===== config.mk =====
export PLATFORM = sky130hd
export DESIGN_NAME = pi_regulator_anti_windup_flat
export DESIGN_NICKNAME = d
export VERILOG_FILES = /design/src/rtl/pira_pkg.sv /design/src/rtl/pira_if.sv /design/src/rtl/pi_regulator_anti_windup.sv /design/src/flat_wrapper.sv
export SDC_FILE = /design/constraint.sdc
export NUM_CORES = 2
export LEC_CHECK = 0
export BUFFER_PORTS_ARGS = -buffer_cell sky130_fd_sc_hd__buf_2
export CAP_MARGIN = 20
export CORE_ASPECT_RATIO = 0.5
export CORE_MARGIN = 2
export CORE_UTILIZATION = 40
export DETAILED_ROUTE_END_ITERATION = 10
export PLACE_DENSITY = 0.64
export SYNTH_ARGS = -nofsm -noshare
export SYNTH_HDL_FRONTEND = slang
export SYNTH_SLANG_ARGS = --single-unit

===== constraint.sdc =====
create_clock -name clk_i -period 19.1 [get_ports clk_i]
set_input_delay 5.73 -clock clk_i [delete_from_list [all_inputs] [get_ports clk_i]]
set_output_delay 5.73 -clock clk_i [all_outputs]
set_load 0.02 [all_outputs]

===== src/rtl/pira_pkg.sv =====
// Shared types and constants of the PI regulator with anti-windup.
package pira_pkg;

  localparam int GAIN_W  = 16;  // prop, rate and integrator gains
  localparam int SHIFT_W = 5;   // out_shift and integ_shift
  localparam int LIMIT_W = 31;  // integrator freeze limit
  localparam int INTEG_W = 32;  // integrator output
  localparam int SAT_W   = 2;
  localparam int IDX_W   = 3;

  typedef enum logic [SAT_W-1:0] {
    SAT_NONE = 2'd0,
    SAT_POS  = 2'd1,
    SAT_NEG  = 2'd2
  } sat_e;

  typedef enum logic {
    CMD_RUN   = 1'b0,
    CMD_CLEAR = 1'b1
  } cmd_e;

  typedef enum logic [IDX_W-1:0] {
    REG_PROP_GAIN   = 3'd0,
    REG_RATE_GAIN   = 3'd1,
    REG_INTEG_GAIN  = 3'd2,
    REG_OUT_SHIFT   = 3'd3,
    REG_INTEG_SHIFT = 3'd4,
    REG_OUT_MIN     = 3'd5,
    REG_OUT_MAX     = 3'd6,
    REG_INTEG_LIMIT = 3'd7
  } reg_idx_e;

endpackage


===== src/rtl/pira_if.sv =====
// Valid/ready channel interfaces for the regulator's input items and results.
interface pira_in_if #(
  parameter int SIGNAL_WIDTH = 16
);
  logic                              valid;
  logic                              ready;
  logic                              command;
  logic signed [SIGNAL_WIDTH-1:0]    setpoint;
  logic signed [SIGNAL_WIDTH-1:0]    measured;
  logic signed [SIGNAL_WIDTH-1:0]    rate_in;
  logic        [pira_pkg::SAT_W-1:0] master_sat;

  modport source (output valid, command, setpoint, measured, rate_in, master_sat,
                  input ready);
  modport sink   (input valid, command, setpoint, measured, rate_in, master_sat,
                  output ready);
endinterface

interface pira_out_if #(
  parameter int SIGNAL_WIDTH = 16
);
  logic                                valid;
  logic                                ready;
  logic signed [SIGNAL_WIDTH-1:0]      control_out;
  logic        [pira_pkg::SAT_W-1:0]   sat_code;
  logic signed [pira_pkg::INTEG_W-1:0] integ_out;

  modport source (output valid, control_out, sat_code, integ_out, input ready);
  modport sink   (input valid, control_out, sat_code, integ_out, output ready);
endinterface


===== src/rtl/pi_regulator_anti_windup.sv =====
// PI regulator with rate term and integrator-clamping anti-windup, top level.
//
// Usage:
//   in_i  : one item per transfer: command (run / clear), setpoint, measured,
//           rate_in and the master saturation code.
//   out_o : one result per item: clamped control_out, sat_code, integ_out.
//   cfg   : cfg_we_i writes cfg_data_i into register cfg_idx_i at the clock
//           edge; write only while no item is in flight.
// Path: an item transfers into the input register, and its result is written
//   to the result register, where out_o.valid shows it until it transfers.
// Throughput: one item per cycle while out_o.ready is high. The whole step
//   (three multiplies, shift, clamp, saturation decision and accumulator
//   update) is a single pass of logic between the input and result registers;
//   the integrator state is written on the same edge, so the next item sees it at once.
// Reset: rst_ni clears the pipeline, the integrator state and loads the
//   register reset values (gains 0, shifts 0, full clamp range, full limit).
// Stall: while out_o.ready is low the result holds; the input register still
//   takes one more item, and in_i.ready drops once both stages are full.
// A clear command zeros the integrator state and returns an all-zero result.
module pi_regulator_anti_windup #(
  parameter int SIGNAL_WIDTH = 16,
  parameter int ACC_WIDTH    = 32
) (
  input  logic clk_i,
  input  logic rst_ni,

  input  logic                                          cfg_we_i,
  input  logic [pira_pkg::IDX_W-1:0]                    cfg_idx_i,
  input  logic [((SIGNAL_WIDTH > pira_pkg::LIMIT_W) ?
                 SIGNAL_WIDTH : pira_pkg::LIMIT_W)-1:0]  cfg_data_i,

  pira_in_if.sink    in_i,
  pira_out_if.source out_o
);

  localparam int SW    = SIGNAL_WIDTH;
  localparam int AW    = ACC_WIDTH;
  localparam int GW    = pira_pkg::GAIN_W;
  localparam int SHW   = pira_pkg::SHIFT_W;
  localparam int LIMW  = pira_pkg::LIMIT_W;
  localparam int IVW   = pira_pkg::INTEG_W;
  localparam int EW    = SW + 1;                             // error
  localparam int PW    = ((EW > IVW) ? EW : IVW) + 2;        // proportional operand
  localparam int PPW   = PW + GW;                            // proportional product
  localparam int RPW   = SW + GW;                            // rate product
  localparam int SUMW  = PPW + 1;                            // control sum
  localparam int IW    = EW + GW;                            // integrator increment
  localparam int AXW   = ((AW > IW) ? AW : IW) + 1;          // exact accumulator sum
  localparam int LCW   = ((AW > LIMW) ? AW : LIMW) + 1;      // limit compare
  localparam int VW    = (AW > IVW) ? AW : IVW;              // shifted accumulator

  localparam logic signed [AW-1:0]  ACC_MAX = {1'b0, {(AW-1){1'b1}}};
  localparam logic signed [AW-1:0]  ACC_MIN = {1'b1, {(AW-1){1'b0}}};
  localparam logic signed [IVW-1:0] IV_MAX  = {1'b0, {(IVW-1){1'b1}}};
  localparam logic signed [IVW-1:0] IV_MIN  = {1'b1, {(IVW-1){1'b0}}};

  // ---------------------------------------------------------------------------
  // Configuration registers
  // ---------------------------------------------------------------------------
  logic signed [GW-1:0]   prop_gain_q, rate_gain_q, integ_gain_q;
  logic        [SHW-1:0]  out_shift_q, integ_shift_q;
  logic signed [SW-1:0]   out_min_q, out_max_q;
  logic        [LIMW-1:0] integ_limit_q;

  always_ff @(posedge clk_i or negedge rst_ni) begin
    if (!rst_ni) begin
      prop_gain_q   <= '0;
      rate_gain_q   <= '0;
      integ_gain_q  <= '0;
      out_shift_q   <= '0;
      integ_shift_q <= '0;
      out_min_q     <= {1'b1, {(SW-1){1'b0}}};
      out_max_q     <= {1'b0, {(SW-1){1'b1}}};
      integ_limit_q <= '1;
    end else if (cfg_we_i) begin
      case (pira_pkg::reg_idx_e'(cfg_idx_i))
        pira_pkg::REG_PROP_GAIN:   prop_gain_q   <= cfg_data_i[GW-1:0];
        pira_pkg::REG_RATE_GAIN:   rate_gain_q   <= cfg_data_i[GW-1:0];
        pira_pkg::REG_INTEG_GAIN:  integ_gain_q  <= cfg_data_i[GW-1:0];
        pira_pkg::REG_OUT_SHIFT:   out_shift_q   <= cfg_data_i[SHW-1:0];
        pira_pkg::REG_INTEG_SHIFT: integ_shift_q <= cfg_data_i[SHW-1:0];
        pira_pkg::REG_OUT_MIN:     out_min_q     <= cfg_data_i[SW-1:0];
        pira_pkg::REG_OUT_MAX:     out_max_q     <= cfg_data_i[SW-1:0];
        pira_pkg::REG_INTEG_LIMIT: integ_limit_q <= cfg_data_i[LIMW-1:0];
        default: ;
      endcase
    end
  end

  // ---------------------------------------------------------------------------
  // Handshake: input register feeds the result register in one step.
  // ---------------------------------------------------------------------------
  logic                        s1_vld_q;
  logic                        s1_cmd_q;
  logic signed [SW-1:0]        s1_sp_q, s1_meas_q, s1_rate_q;
  logic [pira_pkg::SAT_W-1:0]  s1_master_q;

  logic                        out_vld_q;
  logic signed [SW-1:0]        out_ctrl_q;
  pira_pkg::sat_e              out_sat_q;
  logic signed [IVW-1:0]       out_iv_q;

  logic signed [AW-1:0]        acc_q;
  logic signed [IVW-1:0]       iv_q;

  logic adv;     // result register can take a new value
  logic step;    // the item in the input register completes this cycle
  logic in_rdy;

  assign adv    = !out_vld_q || out_o.ready;
  assign step   = s1_vld_q && adv;
  assign in_rdy = !s1_vld_q || adv;

  assign in_i.ready = in_rdy;

  always_ff @(posedge clk_i or negedge rst_ni) begin
    if (!rst_ni) begin
      s1_vld_q <= 1'b0;
    end else if (in_rdy) begin
      s1_vld_q <= in_i.valid;
    end
  end

  always_ff @(posedge clk_i) begin
    if (in_rdy && in_i.valid) begin
      s1_cmd_q    <= in_i.command;
      s1_sp_q     <= in_i.setpoint;
      s1_meas_q   <= in_i.measured;
      s1_rate_q   <= in_i.rate_in;
      s1_master_q <= in_i.master_sat;
    end
  end

  // ---------------------------------------------------------------------------
  // Control path: error, proportional and rate terms, shift and clamp.
  // ---------------------------------------------------------------------------
  logic signed [EW-1:0]   err;
  logic signed [PW-1:0]   psum;
  logic signed [PPW-1:0]  pprod;
  logic signed [RPW-1:0]  rprod;
  logic signed [SUMW-1:0] csum, csh, omin_x, omax_x;
  logic signed [SW-1:0]   ctrl;

  assign err   = EW'(s1_sp_q) - EW'(s1_meas_q);
  assign psum  = PW'(err) + PW'(iv_q) - PW'(s1_meas_q);
  assign pprod = PPW'(psum) * PPW'(prop_gain_q);
  assign rprod = RPW'(s1_rate_q) * RPW'(rate_gain_q);
  assign csum  = SUMW'(pprod) - SUMW'(rprod);
  assign csh   = csum >>> out_shift_q;

  assign omin_x = SUMW'(out_min_q);
  assign omax_x = SUMW'(out_max_q);

  // Upper bound is checked first: with crossed bounds it wins only above out_max.
  always_comb begin
    if (csh > omax_x) begin
      ctrl = out_max_q;
    end else if (csh < omin_x) begin
      ctrl = out_min_q;
    end else begin
      ctrl = csh[SW-1:0];
    end
  end

  // ---------------------------------------------------------------------------
  // Saturation decision: freeze the integrator when pushing into a limit.
  // ---------------------------------------------------------------------------
  logic signed [LCW-1:0] acc_x, lim_x, nlim_x;
  logic                  err_pos, err_neg;
  pira_pkg::sat_e        sat;

  assign acc_x   = LCW'(acc_q);
  assign lim_x   = LCW'(integ_limit_q);
  assign nlim_x  = -lim_x;
  assign err_neg = err[EW-1];
  assign err_pos = !err[EW-1] && (|err);

  always_comb begin
    if (err_pos && (ctrl >= out_max_q || acc_x > lim_x ||
                    s1_master_q == pira_pkg::SAT_POS)) begin
      sat = pira_pkg::SAT_POS;
    end else if (err_neg && (ctrl <= out_min_q || acc_x < nlim_x ||
                             s1_master_q == pira_pkg::SAT_NEG)) begin
      sat = pira_pkg::SAT_NEG;
    end else begin
      sat = pira_pkg::SAT_NONE;
    end
  end

  // ---------------------------------------------------------------------------
  // Integrator: saturating accumulate, then shift and clip to 32 bits.
  // ---------------------------------------------------------------------------
  logic signed [IW-1:0]  inc;
  logic signed [AXW-1:0] asum;
  logic signed [AW-1:0]  acc_new;
  logic signed [VW-1:0]  vsh;
  logic signed [IVW-1:0] iv_new;

  assign inc  = IW'(err) * IW'(integ_gain_q);
  assign asum = AXW'(acc_q) + AXW'(inc);

  always_comb begin
    if (asum > AXW'(ACC_MAX)) begin
      acc_new = ACC_MAX;
    end else if (asum < AXW'(ACC_MIN)) begin
      acc_new = ACC_MIN;
    end else begin
      acc_new = asum[AW-1:0];
    end
  end

  assign vsh = VW'(acc_new) >>> integ_shift_q;

  always_comb begin
    if (vsh > VW'(IV_MAX)) begin
      iv_new = IV_MAX;
    end else if (vsh < VW'(IV_MIN)) begin
      iv_new = IV_MIN;
    end else begin
      iv_new = vsh[IVW-1:0];
    end
  end

  // ---------------------------------------------------------------------------
  // State and result registers: both advance on the same step.
  // ---------------------------------------------------------------------------
  logic signed [AW-1:0]  acc_d;
  logic signed [IVW-1:0] iv_d;

  always_comb begin
    acc_d = acc_q;
    iv_d  = iv_q;
    if (s1_cmd_q == pira_pkg::CMD_CLEAR) begin
      acc_d = '0;
      iv_d  = '0;
    end else if (sat == pira_pkg::SAT_NONE) begin
      acc_d = acc_new;
      iv_d  = iv_new;
    end
  end

  always_ff @(posedge clk_i or negedge rst_ni) begin
    if (!rst_ni) begin
      acc_q     <= '0;
      iv_q      <= '0;
      out_vld_q <= 1'b0;
    end else begin
      if (step) begin
        acc_q <= acc_d;
        iv_q  <= iv_d;
      end
      if (adv) begin
        out_vld_q <= s1_vld_q;
      end
    end
  end

  always_ff @(posedge clk_i) begin
    if (step) begin
      if (s1_cmd_q == pira_pkg::CMD_CLEAR) begin
        out_ctrl_q <= '0;
        out_sat_q  <= pira_pkg::SAT_NONE;
      end else begin
        out_ctrl_q <= ctrl;
        out_sat_q  <= sat;
      end
      out_iv_q <= iv_d;
    end
  end

  assign out_o.valid       = out_vld_q;
  assign out_o.control_out = out_ctrl_q;
  assign out_o.sat_code    = out_sat_q;
  assign out_o.integ_out   = out_iv_q;

  // ---------------------------------------------------------------------------
  // Assertions
  // ---------------------------------------------------------------------------
`ifndef SYNTHESIS
  // A clear step leaves the integrator empty.
  a_clear_zeroes: assert property (@(posedge clk_i) disable iff (!rst_ni)
    step && s1_cmd_q == pira_pkg::CMD_CLEAR |=> acc_q == '0 && iv_q == '0)
    else $error("integrator not cleared by clear command");

  // Anti-windup: a saturated run step must not move the accumulator.
  a_freeze: assert property (@(posedge clk_i) disable iff (!rst_ni)
    step && s1_cmd_q == pira_pkg::CMD_RUN && sat != pira_pkg::SAT_NONE
    |=> $stable(acc_q) && $stable(iv_q))
    else $error("integrator moved while saturated");

  // Input backpressure only when a result is stalled behind a full input stage.
  a_ready_cause: assert property (@(posedge clk_i) disable iff (!rst_ni)
    !in_i.ready |-> s1_vld_q && out_vld_q && !out_o.ready)
    else $error("input stalled without downstream stall");

  // The integrator output always reports the integrator state just written.
  a_iv_match: assert property (@(posedge clk_i) disable iff (!rst_ni)
    step |=> out_o.integ_out == iv_q)
    else $error("integ_out differs from integrator state");
`endif

endmodule


===== src/flat_wrapper.sv =====
// flat-port wrapper written by rule: the top's interface ports become plain ports
module pi_regulator_anti_windup_flat 
#(
  parameter int SIGNAL_WIDTH = 16,
  parameter int ACC_WIDTH    = 32
)
  (clk_i, rst_ni, cfg_we_i, cfg_idx_i, cfg_data_i, in_i_valid, in_i_command, in_i_setpoint, in_i_measured, in_i_rate_in, in_i_master_sat, in_i_ready, out_o_valid, out_o_control_out, out_o_sat_code, out_o_integ_out, out_o_ready);
  pira_in_if #(.SIGNAL_WIDTH(SIGNAL_WIDTH)) in_i_i ();
  pira_out_if #(.SIGNAL_WIDTH(SIGNAL_WIDTH)) out_o_i ();
  input  logic clk_i;
  input  logic rst_ni;
  input  logic cfg_we_i;
  input  logic [pira_pkg::IDX_W-1:0] cfg_idx_i;
  input  logic [((SIGNAL_WIDTH > pira_pkg::LIMIT_W) ?
                 SIGNAL_WIDTH : pira_pkg::LIMIT_W)-1:0] cfg_data_i;
  input wire logic [$bits(in_i_i.valid)-1:0] in_i_valid;
  input wire logic [$bits(in_i_i.command)-1:0] in_i_command;
  input wire logic [$bits(in_i_i.setpoint)-1:0] in_i_setpoint;
  input wire logic [$bits(in_i_i.measured)-1:0] in_i_measured;
  input wire logic [$bits(in_i_i.rate_in)-1:0] in_i_rate_in;
  input wire logic [$bits(in_i_i.master_sat)-1:0] in_i_master_sat;
  output wire logic [$bits(in_i_i.ready)-1:0] in_i_ready;
  output wire logic [$bits(out_o_i.valid)-1:0] out_o_valid;
  output wire logic [$bits(out_o_i.control_out)-1:0] out_o_control_out;
  output wire logic [$bits(out_o_i.sat_code)-1:0] out_o_sat_code;
  output wire logic [$bits(out_o_i.integ_out)-1:0] out_o_integ_out;
  input wire logic [$bits(out_o_i.ready)-1:0] out_o_ready;
  assign in_i_i.valid = in_i_valid;
  assign in_i_i.command = in_i_command;
  assign in_i_i.setpoint = in_i_setpoint;
  assign in_i_i.measured = in_i_measured;
  assign in_i_i.rate_in = in_i_rate_in;
  assign in_i_i.master_sat = in_i_master_sat;
  assign in_i_ready = in_i_i.ready;
  assign out_o_valid = out_o_i.valid;
  assign out_o_control_out = out_o_i.control_out;
  assign out_o_sat_code = out_o_i.sat_code;
  assign out_o_integ_out = out_o_i.integ_out;
  assign out_o_i.ready = out_o_ready;
  pi_regulator_anti_windup #(.SIGNAL_WIDTH(SIGNAL_WIDTH), .ACC_WIDTH(ACC_WIDTH)) u_core (.clk_i(clk_i), .rst_ni(rst_ni), .cfg_we_i(cfg_we_i), .cfg_idx_i(cfg_idx_i), .cfg_data_i(cfg_data_i), .in_i(in_i_i), .out_o(out_o_i));
endmodule

==> summary.md <==
| Metric | Value |
|---|---|
| Hold Buf Count CTS | `0` |
| Skew final | `59.6 ps` |
| Clk slew on worst S/H paths | `60 ps` |
| RSZ-0062 raised after global routing | `yes` |
| RR Startpoint | `u_core.s1_sp_q[0]` |
| Total clock sinks | `288` |
| Classification of the worst setup path | `reg -> reg` |
| I/O pins | `142` |
| Global-route wire length before repair | `349000 microns` |
| Synth top cells by count | `1299 x fa_1, 1293 x inv_1, 701 x nand2_1` |
| CP startpoint kind | `flip-flop` |
| Mapped Avg Cell Area | `9.32 sq um` |
| Mapped Nets | `9456` |
| Yosys top cell area share | `37.1%` |
| Fill cells | `16500` |
| DPL Wire Length | `184000 microns` |
| Vias in the first global route | `59300` |
| Multi-input logic area | `0.0576 sq mm` |
| GRT overflow | `0` |
| Cts bufs inserted | `34` |
| CP startpoint | `u_core.s1_sp_q[0]` |
| Drt wl/cell | `21.6 microns` |
| Initial Utilization | `40.4%` |
| Detail Route Antenna Nets | `0` |
| Hold Crit Start | `u_core.iv_q[0]` |
| Hold Path Class | `reg -> reg` |
| Tightest Pin Transition | `1170 ps` |
| Crit path time final | `18760 ps` |
| Asr flop ratio synth | `64.9%` |
| Syn Std Cell Area | `0.0701 sq mm` |
| Later-pin clock latency in the skew report | `650 ps` |
| EDFF count, synth | `101` |
| Worst endpoint data arrival time | `19240 ps` |
| CTS HTree Levels | `2` |
| Nets | `10000` |
| Port bufs | `141` |
| Max_slew headroom | `21.9%` |
| Layout cell share with drive strength beyond 1 | `18.4%` |
| Max stage delay on crit path | `560 ps` |
| Via count | `57100` |
| Post-synth top flop | `dfrtp_1` |
| Antenna cells | `0` |
| Initial DRT Pass Iterations | `7` |
| Worst path slowest cell | `fa_1` |
| # DRC | `0` |
| Area delta synth->final | `16.0%` |
| Max_cap viols | `0` |
| Sequential area share after synthesis | `11.1%` |
| Die width | `596 microns` |
| Seq cells post-synth | `288` |
| Fmax | `53.3 MHz` |
| Netlist cell types | `109` |
| Fin. Hold Viols | `0` |
| Register area | `0.00778 sq mm` |
| CP top delay family | `adder cells` |
| Synth area leader | `fa_1` |
| Outcome | `finished, final reports clean` |
| WP buf/inv | `17` |
| Routed vias/inst | `5.47` |
| Die Ht | `300 microns` |
| Number of setup violations in the final report | `0` |
| Syn Inst Count | `7520` |
| Worst setup EP type | `flip-flop` |
| Num rows | `108` |
| Core Region | `0.174 sq mm` |
| CTS tree | `built` |
| Routed WL | `225000 microns` |
| Largest net degree at the start of global routing | `85` |
| Required time of the worst setup path | `19580 ps` |
| Routability Congestion | `0.962` |
| Yosys warning count | `0` |
| Slew Viols, Final | `0` |
| Deepest clock path buffer count | `3` |
| GRT Util Overall | `25.3%` |
| Most numerous cell in the Yosys netlist | `fa_1` |
| Initial antenna violation count | `9` |
| Worst-path fanout max | `16` |
| Die area | `0.179 sq mm` |
| Iteration-0 DRC count of the detailed router | `4519` |
| Final core utilization | `46.8%` |
| Top cell by count, worst path | `fa_1` |
| Dominant cells by area after synthesis | `fa_1 37%, ha_1 9.8%, inv_1 6.9%, and2_1 5.3%, dfrtp_1 5.0%` |
| Root buf cell | `clkbuf_16` |
| Final worst-path cycle share | `98.2%` |
## cell usage in the layout (no fill, tap or decap), types with 21 or more instances in the layout
cell and instances:
xor2_1 32, clkbuf_16 39, and2_1 587, buf_2 140, inv_1 1279, nor3_1 80, fa_1 1288, edfxtp_1 101
o21ai_0 185, o21ai_2 23, dfstp_2 47, nand4_1 74, mux2i_1 76, and3_1 34, nor2b_1 103, ha_1 528
nor4_1 27, buf_6 35, o21ai_1 64, a31oi_1 29, nand2_1 678, a21o_1 125, nand3_1 68, nor2_1 250
o21a_1 51, dfrtp_1 133, a211oi_1 58, a21oi_1 241, mux2_2 141, xnor2_1 109, buf_4 696, or3_1 24
buf_12 25, a211o_1 25, o211ai_1 49, nand2b_1 58, mux4_2 21
## cells by family (layout without fill, tap and decap cells)
logic type | Yosys count | count (layout) | share of synthesized area, %
simple gates | 2137 | 2137 | 15.5
fa+ha+maj | 1846 | 1846 | 46.8
buf+inv | 1653 | 2265 | 8.92
compound gates | 1197 | 1197 | 11.5
flops | 288 | 288 | 11.1
mux | 249 | 249 | 4.22
xor+xnor | 150 | 150 | 1.87
## worst paths after layout
path	endpoint	slack [ps]	depth (start not counted)
worst max-delay path	u_core.iv_q[7]	340	83
worst min-delay path	u_core.iv_q[0]	510	1
worst max register to register	u_core.iv_q[7]	340	83
min in group asynchronous	u_core.integ_gain_q[14]	5160	1
worst min register to register	u_core.iv_q[0]	510	1
max in group asynchronous	u_core.iv_q[24]	12510	2
## worst reg2reg max path: cells and delay by family, from the launching register on
| family | cells | cell delay, ps |
|---|---|---|
| buf+inv | 17 | 2230 |
| fa+ha+maj | 15 | 6090 |
| simple gates | 26 | 5100 |
| flops | 1 | 390 |
| mux | 2 | 500 |
| xor+xnor | 1 | 180 |
| compound gates | 22 | 4100 |
## metrics by stage
stage | worst slack (ps) | hold slack [ps] | TNS [ps] | std cells | cell area, sq um
global route | -264 | 524 | -14460 | 10400 | 81300
global placement | -704 | 464 | -50840 | 10300 | 77900
detailed placement | -816 | 485 | -67370 | 10300 | 77900
floorplan | 7.34 | 457 | 0 | 7520 | 70100
finish | 338 | 505 | 0 | 10400 | 81300
CTS | 1.71 | 499 | 0 | 10400 | 79300
## layout make-up
| class | count | area share (%) |
|---|---|---|
| well taps | 2310 | 3.55 |
| flip-flops and latches | 288 | 9.57 |
| clock inverters | 20 | 0.295 |
| clock buffers | 42 | 1.11 |
| repair buffers | 903 | 8.59 |
| inverters | 1300 | 6.01 |
| multi-input cells | 5579 | 70.9 |
## registers in the layout (all words and copies together) (netlist names), 16 cells and up
name	count
u_core.s1_sp_q	16
u_core.integ_gain_q	16
u_core.out_min_q	16
u_core.iv_q	32
u_core.s1_rate_q	16
u_core.out_o.control_out	16
u_core.prop_gain_q	16
u_core.out_o.integ_out	32
u_core.acc_q	32
u_core.out_max_q	16
u_core.rate_gain_q	16
u_core.integ_limit_q	31
u_core.s1_meas_q	16
## metal layers
layer | up-vias | share of wire, % | track usage, %
met5 | - | 0.012 | 0
met4 | 4 | 4.1 | 9.29
met3 | 430 | 7.1 | 3.99
met2 | 1931 | 48 | 42.3
met1 | 29200 | 41 | 33.1
li1 | 25500 | - | -
## what timing repair did
action                     CTS  global route
gates resized for setup     38           385
cloned                       1             7
pin swaps                   11           186
setup endpoints to repair   97            98
buffers inserted             9            50
Power is not shown: default switching activity piles up to over one toggle a cycle in this logic, so the estimate is an artifact.
